$ cat src/rtl/gn3_pkg.sv
// ----------------------------------------------------------------------------
// gn3_pkg
// Shared constants, command codes, controller states and the command word
// that the controller sends to the datapath of the gradient noise unit.
// ----------------------------------------------------------------------------
package gn3_pkg;

   // Table size and fixed-point format of the coordinates.
   localparam int TABLE_BITS  = 8;
   localparam int TABLE_SIZE  = 1 << TABLE_BITS;
   localparam int FRAC_BITS   = 16;
   localparam int MAX_OCTAVES = 8;
   localparam int GRAD_FRAC   = 14;

   localparam int COORD_W = TABLE_BITS + FRAC_BITS;
   localparam int GRAD_W  = 16;
   localparam int PERM_W  = TABLE_BITS;
   localparam int OUT_W   = FRAC_BITS + 2;
   localparam int OCT_W   = 4;

   // Corner offset, dot-product terms and blended values.
   localparam int D_W    = FRAC_BITS + 2;
   localparam int PROD_W = GRAD_W + D_W;
   localparam int SUM_W  = PROD_W + 2;
   localparam int V_W    = SUM_W - GRAD_FRAC;
   localparam int S_W    = FRAC_BITS + 1;
   localparam int LP_W   = V_W + 1 + S_W + 1;
   localparam int QUEUE_DEPTH = 8;
   localparam int QP_W   = $clog2(QUEUE_DEPTH) + 1;

   // Octave weighting and accumulation.
   localparam int SH_W  = (MAX_OCTAVES > 1) ? $clog2(MAX_OCTAVES) : 1;
   localparam int ACC_W = V_W + MAX_OCTAVES + 3;
   localparam logic signed [ACC_W-1:0] ACC_OUT_MAX =
      ACC_W'((64'sd1 <<< (OUT_W - 1)) - 64'sd1);
   localparam logic signed [ACC_W-1:0] ACC_OUT_MIN = -ACC_OUT_MAX - ACC_W'(1);

   // Gather cycles: eight corner reads plus the read and multiply latency.
   localparam int CORNERS   = 8;
   localparam int GRAD_LAST = CORNERS + 1;
   localparam int CNT_W     = $clog2(GRAD_LAST + 1);
   localparam int LERPS     = 7;
   localparam int LERP_W    = $clog2(LERPS);

   // Axis codes.
   localparam logic [1:0] AXIS_X = 2'd0;
   localparam logic [1:0] AXIS_Y = 2'd1;
   localparam logic [1:0] AXIS_Z = 2'd2;

   typedef enum logic [2:0] {
      CMD_LOAD_X    = 3'd0,
      CMD_LOAD_Y    = 3'd1,
      CMD_LOAD_Z    = 3'd2,
      CMD_LOAD_GRAD = 3'd3,
      CMD_NOISE     = 3'd4,
      CMD_TURB      = 3'd5
   } cmd_type;

   typedef enum logic [3:0] {
      ST_IDLE,
      ST_PERM_A,
      ST_PERM_B,
      ST_PERM_C,
      ST_GRAD,
      ST_LERP_A,
      ST_LERP_B,
      ST_ACCUM,
      ST_DONE
   } state_type;

   typedef struct packed {
      logic       wr_x;
      logic       wr_y;
      logic       wr_z;
      logic       wr_g;
      logic       capture;
      logic       turb;
      logic       perm_hi;
      logic       perm_lat0;
      logic       perm_lat1;
      logic       grad_rd;
      logic [2:0] corner;
      logic       sm_go;
      logic [1:0] sm_axis;
      logic       lerp_a;
      logic       lerp_b;
      logic [1:0] lerp_axis;
      logic       accum;
      logic       rsp;
   } ctl_type;

endpackage

$ cat src/rtl/gn3_ctrl.sv
// ----------------------------------------------------------------------------
// gn3_ctrl
// Sequencer for the noise unit: table loads, and per octave the permutation
// reads, corner gather, seven blends and the accumulation.
// ----------------------------------------------------------------------------
module gn3_ctrl (
   input  logic                    clock,
   input  logic                    reset,
   input  logic                    start,
   input  logic [2:0]              cmd,
   input  logic [gn3_pkg::OCT_W-1:0] octaves,
   output logic                    busy,
   output gn3_pkg::ctl_type        ctl
);

   gn3_pkg::state_type state_ff, state_in;
   logic [gn3_pkg::CNT_W-1:0]  cnt_ff, cnt_in;
   logic [gn3_pkg::LERP_W-1:0] lerp_ff, lerp_in;
   logic [gn3_pkg::OCT_W-1:0]  oct_ff, oct_in;
   logic                       is_query;
   logic [gn3_pkg::OCT_W-1:0]  oct_first;

   // A query runs one octave for noise, a clamped count for turbulence.
   always_comb begin
      is_query = (cmd == gn3_pkg::CMD_NOISE) || (cmd == gn3_pkg::CMD_TURB);
      if (cmd == gn3_pkg::CMD_TURB) begin
         if (octaves > gn3_pkg::OCT_W'(gn3_pkg::MAX_OCTAVES)) begin
            oct_first = gn3_pkg::OCT_W'(gn3_pkg::MAX_OCTAVES);
         end else begin
            oct_first = octaves;
         end
      end else begin
         oct_first = gn3_pkg::OCT_W'(1);
      end
   end

   // Next state and loop counters.
   always_comb begin
      state_in = state_ff;
      cnt_in   = cnt_ff;
      lerp_in  = lerp_ff;
      oct_in   = oct_ff;
      unique case (state_ff)
         gn3_pkg::ST_IDLE: begin
            if (start && is_query) begin
               oct_in = oct_first;
               if (oct_first == '0) begin
                  state_in = gn3_pkg::ST_DONE;
               end else begin
                  state_in = gn3_pkg::ST_PERM_A;
               end
            end
         end
         gn3_pkg::ST_PERM_A: state_in = gn3_pkg::ST_PERM_B;
         gn3_pkg::ST_PERM_B: state_in = gn3_pkg::ST_PERM_C;
         gn3_pkg::ST_PERM_C: begin
            state_in = gn3_pkg::ST_GRAD;
            cnt_in   = '0;
         end
         gn3_pkg::ST_GRAD: begin
            cnt_in = cnt_ff + gn3_pkg::CNT_W'(1);
            if (cnt_ff == gn3_pkg::CNT_W'(gn3_pkg::GRAD_LAST)) begin
               state_in = gn3_pkg::ST_LERP_A;
               lerp_in  = '0;
            end
         end
         gn3_pkg::ST_LERP_A: state_in = gn3_pkg::ST_LERP_B;
         gn3_pkg::ST_LERP_B: begin
            lerp_in = lerp_ff + gn3_pkg::LERP_W'(1);
            if (lerp_ff == gn3_pkg::LERP_W'(gn3_pkg::LERPS - 1)) begin
               state_in = gn3_pkg::ST_ACCUM;
            end else begin
               state_in = gn3_pkg::ST_LERP_A;
            end
         end
         gn3_pkg::ST_ACCUM: begin
            oct_in = oct_ff - gn3_pkg::OCT_W'(1);
            if (oct_ff == gn3_pkg::OCT_W'(1)) begin
               state_in = gn3_pkg::ST_DONE;
            end else begin
               state_in = gn3_pkg::ST_PERM_A;
            end
         end
         gn3_pkg::ST_DONE: state_in = gn3_pkg::ST_IDLE;
         default: state_in = gn3_pkg::ST_IDLE;
      endcase
   end

   // Command word for the datapath.
   always_comb begin
      ctl = '0;
      unique case (state_ff)
         gn3_pkg::ST_IDLE: begin
            ctl.wr_x    = start && (cmd == gn3_pkg::CMD_LOAD_X);
            ctl.wr_y    = start && (cmd == gn3_pkg::CMD_LOAD_Y);
            ctl.wr_z    = start && (cmd == gn3_pkg::CMD_LOAD_Z);
            ctl.wr_g    = start && (cmd == gn3_pkg::CMD_LOAD_GRAD);
            ctl.capture = start && is_query;
            ctl.turb    = (cmd == gn3_pkg::CMD_TURB);
         end
         gn3_pkg::ST_PERM_A: ctl.perm_hi = 1'b0;
         gn3_pkg::ST_PERM_B: begin
            ctl.perm_hi   = 1'b1;
            ctl.perm_lat0 = 1'b1;
         end
         gn3_pkg::ST_PERM_C: ctl.perm_lat1 = 1'b1;
         gn3_pkg::ST_GRAD: begin
            ctl.grad_rd = (cnt_ff < gn3_pkg::CNT_W'(gn3_pkg::CORNERS));
            ctl.corner  = cnt_ff[2:0];
            ctl.sm_go   = (cnt_ff < gn3_pkg::CNT_W'(3));
            ctl.sm_axis = cnt_ff[1:0];
         end
         gn3_pkg::ST_LERP_A: begin
            ctl.lerp_a = 1'b1;
            if (lerp_ff < gn3_pkg::LERP_W'(4)) begin
               ctl.lerp_axis = gn3_pkg::AXIS_Z;
            end else if (lerp_ff < gn3_pkg::LERP_W'(6)) begin
               ctl.lerp_axis = gn3_pkg::AXIS_Y;
            end else begin
               ctl.lerp_axis = gn3_pkg::AXIS_X;
            end
         end
         gn3_pkg::ST_LERP_B: ctl.lerp_b = 1'b1;
         gn3_pkg::ST_ACCUM:  ctl.accum  = 1'b1;
         gn3_pkg::ST_DONE:   ctl.rsp    = 1'b1;
         default: ctl = '0;
      endcase
   end

   always_ff @(posedge clock) begin
      if (reset) begin
         state_ff <= gn3_pkg::ST_IDLE;
         cnt_ff   <= '0;
         lerp_ff  <= '0;
         oct_ff   <= '0;
      end else begin
         state_ff <= state_in;
         cnt_ff   <= cnt_in;
         lerp_ff  <= lerp_in;
         oct_ff   <= oct_in;
      end
   end

   assign busy = (state_ff != gn3_pkg::ST_IDLE);

endmodule

$ cat config.mk
export PLATFORM = sky130hd
export DESIGN_NAME = gn3_ctrl
export DESIGN_NICKNAME = d
export VERILOG_FILES = /design/src/rtl/gn3_pkg.sv /design/src/rtl/gn3_ctrl.sv
export SDC_FILE = /design/constraint.sdc
export NUM_CORES = 1
export LEC_CHECK = 0
export BUFFER_PORTS_ARGS = -buffer_cell sky130_fd_sc_hd__buf_2
export CORE_MARGIN = 1
export CORE_UTILIZATION = 35
export DETAILED_ROUTE_END_ITERATION = 16
export PLACE_DENSITY_LB_ADDON = 0.2
export SLEW_MARGIN = 10
export SYNTH_ARGS = -nofsm -noshare
export SYNTH_HDL_FRONTEND = slang
export SYNTH_SLANG_ARGS = --single-unit
$ cat constraint.sdc
create_clock -name clock -period 1.7 [get_ports clock]
set_clock_uncertainty 0.05 [all_clocks]
set_input_delay 0.255 -clock clock [delete_from_list [all_inputs] [get_ports clock]]
set_output_delay 0.255 -clock clock [all_outputs]
set_load 0.1 [all_outputs]
==> flow_summary.toml, run 1 <==
[logic_synthesis]
synth_top_area_cell = "dfxtp_1"
synth_top_area_share_pct = 27.1
avgSynthCellArea_um2 = 8.34
ys_async_sr_fraction_pct = 0
synth_nets = 148
ys_warn_count = 0
synth_area_um2 = 1110
synth_area_leaders = "dfxtp_1 (27%), ha_1 (5.6%), nand3b_1 (3.4%)"
syn_inst = 133
synth_edf_count = 0
yosysSeqAreaShare_pct = 27.1
ys_ff_latch = 15
yosysUniqueCellTypes = 49
ys_dominant_reg_cell = "dfxtp_1"

[sta]
period_needed_ns = 2.00
relSlewSlack_pct = 78.1
slew_viol_final = 0
setup_violations = 19
tightest_slew_ns = 0.324
setup_slack_ns = -0.302
fmax_mhz = 500
hold_slack_ns = 0.194
hold_viol = 0
finalCritPeriodShare_pct = 118
rsz0062_at_grt = "yes"

[status]
violations = "negative setup slack"
status = "finished with violations"

[hold_path]
hold-path-endpoint = "oct_ff[2]"
hold_path_depth = 3
min_path_type = "in -> reg"
worstHoldStart = "octaves[2]"

[floorplan]
fp.dieH_um = 58.3
die_w_um = 58.3
boundaryPins = 33
core_um2 = 3030
start_util_pct = 36.6
num_rows = 20
die_area_um2 = 3400

[critical_path]
cp-start-kind = "register"
slowest_delay_ns = 0.55
worstPathArrival_ns = 1.70
cpLargestDelayFamily = "simple AND/OR/NAND/NOR gates"
r2r-start = "state_ff[2]"
crit_required_ns = 1.39
rr_worst_depth = 4
crit_type = "reg -> out"
regToRegSetupSlack_ns = 0.07
crit_path_max_fanout = 4
cp-end-kind = "primary output"
path_cells = "or4b_4 -> buf_6 -> nor2_4 -> buf_12"
crit_buf_inv = 2
slowest_stage = "or4b_4"
r2r-end = "state_ff[3]"

[routing]
detail-route-antenna-nets = 0
dr_total_vias = 1196
wl_um = 3090
wl_per_cell_um = 13.6
via_per_inst = 5.25
drtPass1Iterations = 4
initialDrtViolationCount = 35
drc = 0

[power]
power_frac_seq_pct = 22.5
switchingPower_w = 0.000900
power.internal_w = 0.00100
power_density_nw_per_um2 = 910
p_sw_share_pct = 47.3
leakage_nw = 0.773
power_frac_clock_pct = 11.3
ir_drop_mv = 1.13
combPwrFrac_pct = 66.2

[cells_and_area]
stdcell_count = 228
layout_common_cells = "buf_12 (24), buf_4 (15), dfxtp_1 (11)"
layout.nets = 200
final_common_cell = "buf_12"
area_growth_syn_to_layout_pct = 88.5
diodes = 0
drive_gt1_share_pct = 52.2
design_area_um2 = 2090

[placement]
dp.cells = 212
hpwlAfterDp_um = 2310
gp_congestion = 0.830
numPortBuffers = 32
dpl_cell_area_um2 = 1880
dp_slack_ns = -0.0612

[global_routing]
antenna_found_initial = 0
met2_usage_pct = 35.3
gr-total-overflow = 0
grt_pass1_wl_um = 5100
grt_busiest_layer = "met2"
grt_use_met3_pct = 5.80
met1_usage_pct = 21.4
gr-usage-all-layers_pct = 19.5
grt_max_degree = 16
grt_pass1_vias = 1186

[clock_tree]
cts_tree = "done"
h-tree-depth = 1
cts_sinks = 15
cts_made_buffers = 3
clkLatencyLatePin_ns = 0.29
clockBufferDepth = 2
clk_pin_slew_worst_paths_ns = 0.09
cts_hold_buf = 0
ctsRootBufferMaster = "clkbuf_4"

[job]
maxCapViolCount = 0
[worst register-to-register path: cells and delay by family (launching register included)]
kind            cells  cell delay [ns]
compound gates      1             0.23
buf+inv             1             0.16
flops               1             0.38
simple gates        2             0.73
[cell families (layout without fill, tap and decap cells)]
logic type	after synthesis	in the layout	synth area share, %
adders and majority gates	5	5	5.64
xor gates and xnor gates	2	2	1.58
AOI/OAI and AO/OA	28	28	19.1
DFF	15	15	27.1
and+or+nand+nor	62	62	37.8
buffers and inverters	21	72	8.80
[sequential cells by signal, summed over array words and instances, names as in the netlist]
name and cells:
lerp_ff 3, state_ff 4, cnt_ff 4, oct_ff 4
[how the worst max path moves through the flow]
stage / endpoint / startpoint / cells past startpoint
floorplan: ctl[8] / state_ff[3] / 4
global placement: ctl[10] / state_ff[0] / 4
detailed placement: ctl[10] / state_ff[0] / 4
CTS: ctl[10] / state_ff[0] / 4
global route: ctl[7] / state_ff[1] / 4
finish: ctl[7] / state_ff[1] / 4
[layer usage]
layer  vias to the layer above  part of all wire (%)
met5                         -                     0
met2                        25                    54
met1                       571                    39
li1                        590                     -
met3                        10                   3.7
met4                         0                   2.5
[power by group through the flow]
stage	logic (W)	clock network [W]	registers, W
after global routing	0.00132	0.000241	0.000434
after detailed placement	0.00111	0	0.000425
final	0.00126	0.000215	0.000429
after global placement	0.00110	0	0.000421
after floorplan	0.000824	0	0.000420
after CTS	0.00119	0.000220	0.000427
[Yosys cell counts (all sizes together) (5+ instances only)]
library cell  instances
ha                    5
nand2                 6
nand3b                5
buf                   7
a211oi                5
inv                  10
nor2                  9
dfxtp                15
[cell type report]
cell class              count  area (um^2)
clock buffers               4         26.3
fillers                   231          938
inverters                  10         45.0
multi-input cells          97          896
flip-flops and latches     15          313
well taps                  44         55.1
repair buffers             58          754
[through the flow]
| stage | power (W) | setup TNS [ns] | utilization, % |
|---|---|---|---|
| 5_1_grt | 0.00199 | -5.01 | 69.0 |
| 4_1_cts | 0.00184 | -3.39 | 66.4 |
| 3_3_place_gp | 0.00152 | -0.110 | 61.9 |
| 3_5_place_dp | 0.00153 | -0.237 | 61.9 |
| 2_1_floorplan | 0.00124 | -6.32 | - |
| 6_report | 0.00190 | -3.63 | 69.0 |
[timing repair]
action                                  4_1_cts  5_1_grt
gates resized for setup                      15       11
buffers inserted                              6        7
pin swaps                                     9       12
endpoints found under the setup margin       20       26
endpoints found under the hold margin         0        0
Power figures use the tool's default switching activity.
==> run 2, diff against run 1 <==
PLACE_DENSITY_LB_ADDON = not set   (was 0.2)
==> flow_summary.toml, run 2 (synthesized netlist as in run 1, its figures left out) <==
[power]
power_frac_clock_pct = 10.9
power_frac_seq_pct = 21.5
totalPowerFinal_w = 0.00197
combPwrFrac_pct = 67.6
p_sw_share_pct = 47.3
power.internal_w = 0.00104
power_density_nw_per_um2 = 925
switchingPower_w = 0.000929
leakage_nw = 0.789
ir_drop_mv = 1.15

[sta]
fmax_mhz = 500
setup_slack_ns = -0.301
slew_viol_final = 0
period_needed_ns = 2.00
hold_viol = 0
finalCritPeriodShare_pct = 118
tightest_slew_ns = 0.348
setup_violations = 24
rsz0062_at_grt = "yes"
relSlewSlack_pct = 76.6

[critical_path]
rr_worst_depth = 7
crit_required_ns = 1.39
regToRegSetupSlack_ns = -0.08
crit_path_max_fanout = 4
crit_type = "reg -> out"
worstSetupEndpoint = "ctl[10]"
worstPathArrival_ns = 1.70
r2r-start = "state_ff[0]"
cp-startpoint = "state_ff[3]"
cp-end-kind = "primary output"
r2r-end = "cnt_ff[3]"
cp-start-kind = "register"

[global_routing]
grt_pass1_vias = 1185
gr-total-overflow = 0
grt_pass1_wl_um = 5420
antenna_found_initial = 0
grt_max_degree = 16
gr-usage-all-layers_pct = 20.6

[floorplan]
start_util_pct = 36.6
num_rows = 20
die_w_um = 58.3
fp.dieH_um = 58.3
boundaryPins = 33
core_um2 = 3030
die_area_um2 = 3400

[routing]
dr_total_vias = 1221
drc = 0
via_per_inst = 5.31
drtPass1Iterations = 4
wl_per_cell_um = 14.2
initialDrtViolationCount = 29
detail-route-antenna-nets = 0
wl_um = 3280

[cells_and_area]
finalCoreUtilization_pct = 70.2
area_growth_syn_to_layout_pct = 91.8
layout.nets = 202
drive_gt1_share_pct = 55.9
layout_common_cells = "buf_12 (24), buf_4 (16), dfxtp_1 (11)"
final_common_cell = "buf_12"
design_area_um2 = 2130
top_regs = "cnt_ff x4, oct_ff x4, state_ff x4"
diodes = 0

[clock_tree]
h-tree-depth = 1
cts_tree = "done"
clkLatencyLatePin_ns = 0.30
ctsRootBufferMaster = "clkbuf_4"
cts_sinks = 15
clk_pin_slew_worst_paths_ns = 0.11
cts_made_buffers = 3
clockBufferDepth = 2

[placement]
hpwlAfterDp_um = 2260
dpl_cell_area_um2 = 1860
gp_congestion = 0.851
numPortBuffers = 32

[status]
violations = "negative setup slack"
status = "finished with violations"

[hold_path]
worstHoldStart = "octaves[2]"
min_path_type = "in -> reg"

[job]
maxCapViolCount = 0
run 2: how the worst min path moves through the flow:
stage / cells past startpoint / end
after floorplan: 1 / oct_ff[3]
after global placement: 1 / lerp_ff[0]
after detailed placement: 1 / lerp_ff[0]
after CTS: 3 / oct_ff[2]
after global routing: 3 / oct_ff[2]
final: 3 / oct_ff[2]
run 2: critical path: stages (launching register included):
cell,delay (ns)
dfxtp_2,0.35
or4b_4,0.57
buf_6,0.15
nor2_4,0.14
buf_12,0.19
run 2: timing repair:
item | 4_1_cts | 5_1_grt
pin swaps | 11 | 12
setup endpoints to repair | 21 | 30
resized for setup | 15 | 15
setup buffers | 10 | 6
hold buffers | 0 | 0
run 2: layout make-up:
type / instances / area (um^2)
multi-input combinational: 97 / 912
sequential: 15 / 310
tap: 44 / 55.1
clock buffer: 3 / 22.5
clock inverter: 1 / 5.00
inverter: 10 / 47.5
fill: 212 / 902
timing repair buffer: 60 / 773
run 2: power groups by stage:
stage | logic [W] | clock network [W] | registers, W
5_1_grt | 0.00139 | 0.000232 | 0.000428
4_1_cts | 0.00124 | 0.000221 | 0.000423
3_3_place_gp | 0.00107 | 0 | 0.000420
2_1_floorplan | 0.000824 | 0 | 0.000420
6_report | 0.00133 | 0.000214 | 0.000423
3_5_place_dp | 0.00108 | 0 | 0.000423
run 2: per-layer routing:
layer	up-vias	share of wire [%]	track usage, %
li1	599	-	-
met1	590	43	25.2
met2	26	53	36.6
met3	6	2.8	4.46
met4	0	1.3	5.10
met5	-	0	0
run 2: through the flow:
step	hold WS, ns	setup WS (ns)	setup TNS [ns]	std cells
2_1_floorplan	0.274	-0.783	-6.32	133
3_3_place_gp	0.426	-0.0263	-0.0697	210
3_5_place_dp	0.464	-0.0604	-0.308	210
4_1_cts	0.215	-0.325	-3.46	224
5_1_grt	0.264	-0.361	-5.57	230
6_report	0.232	-0.301	-3.74	230
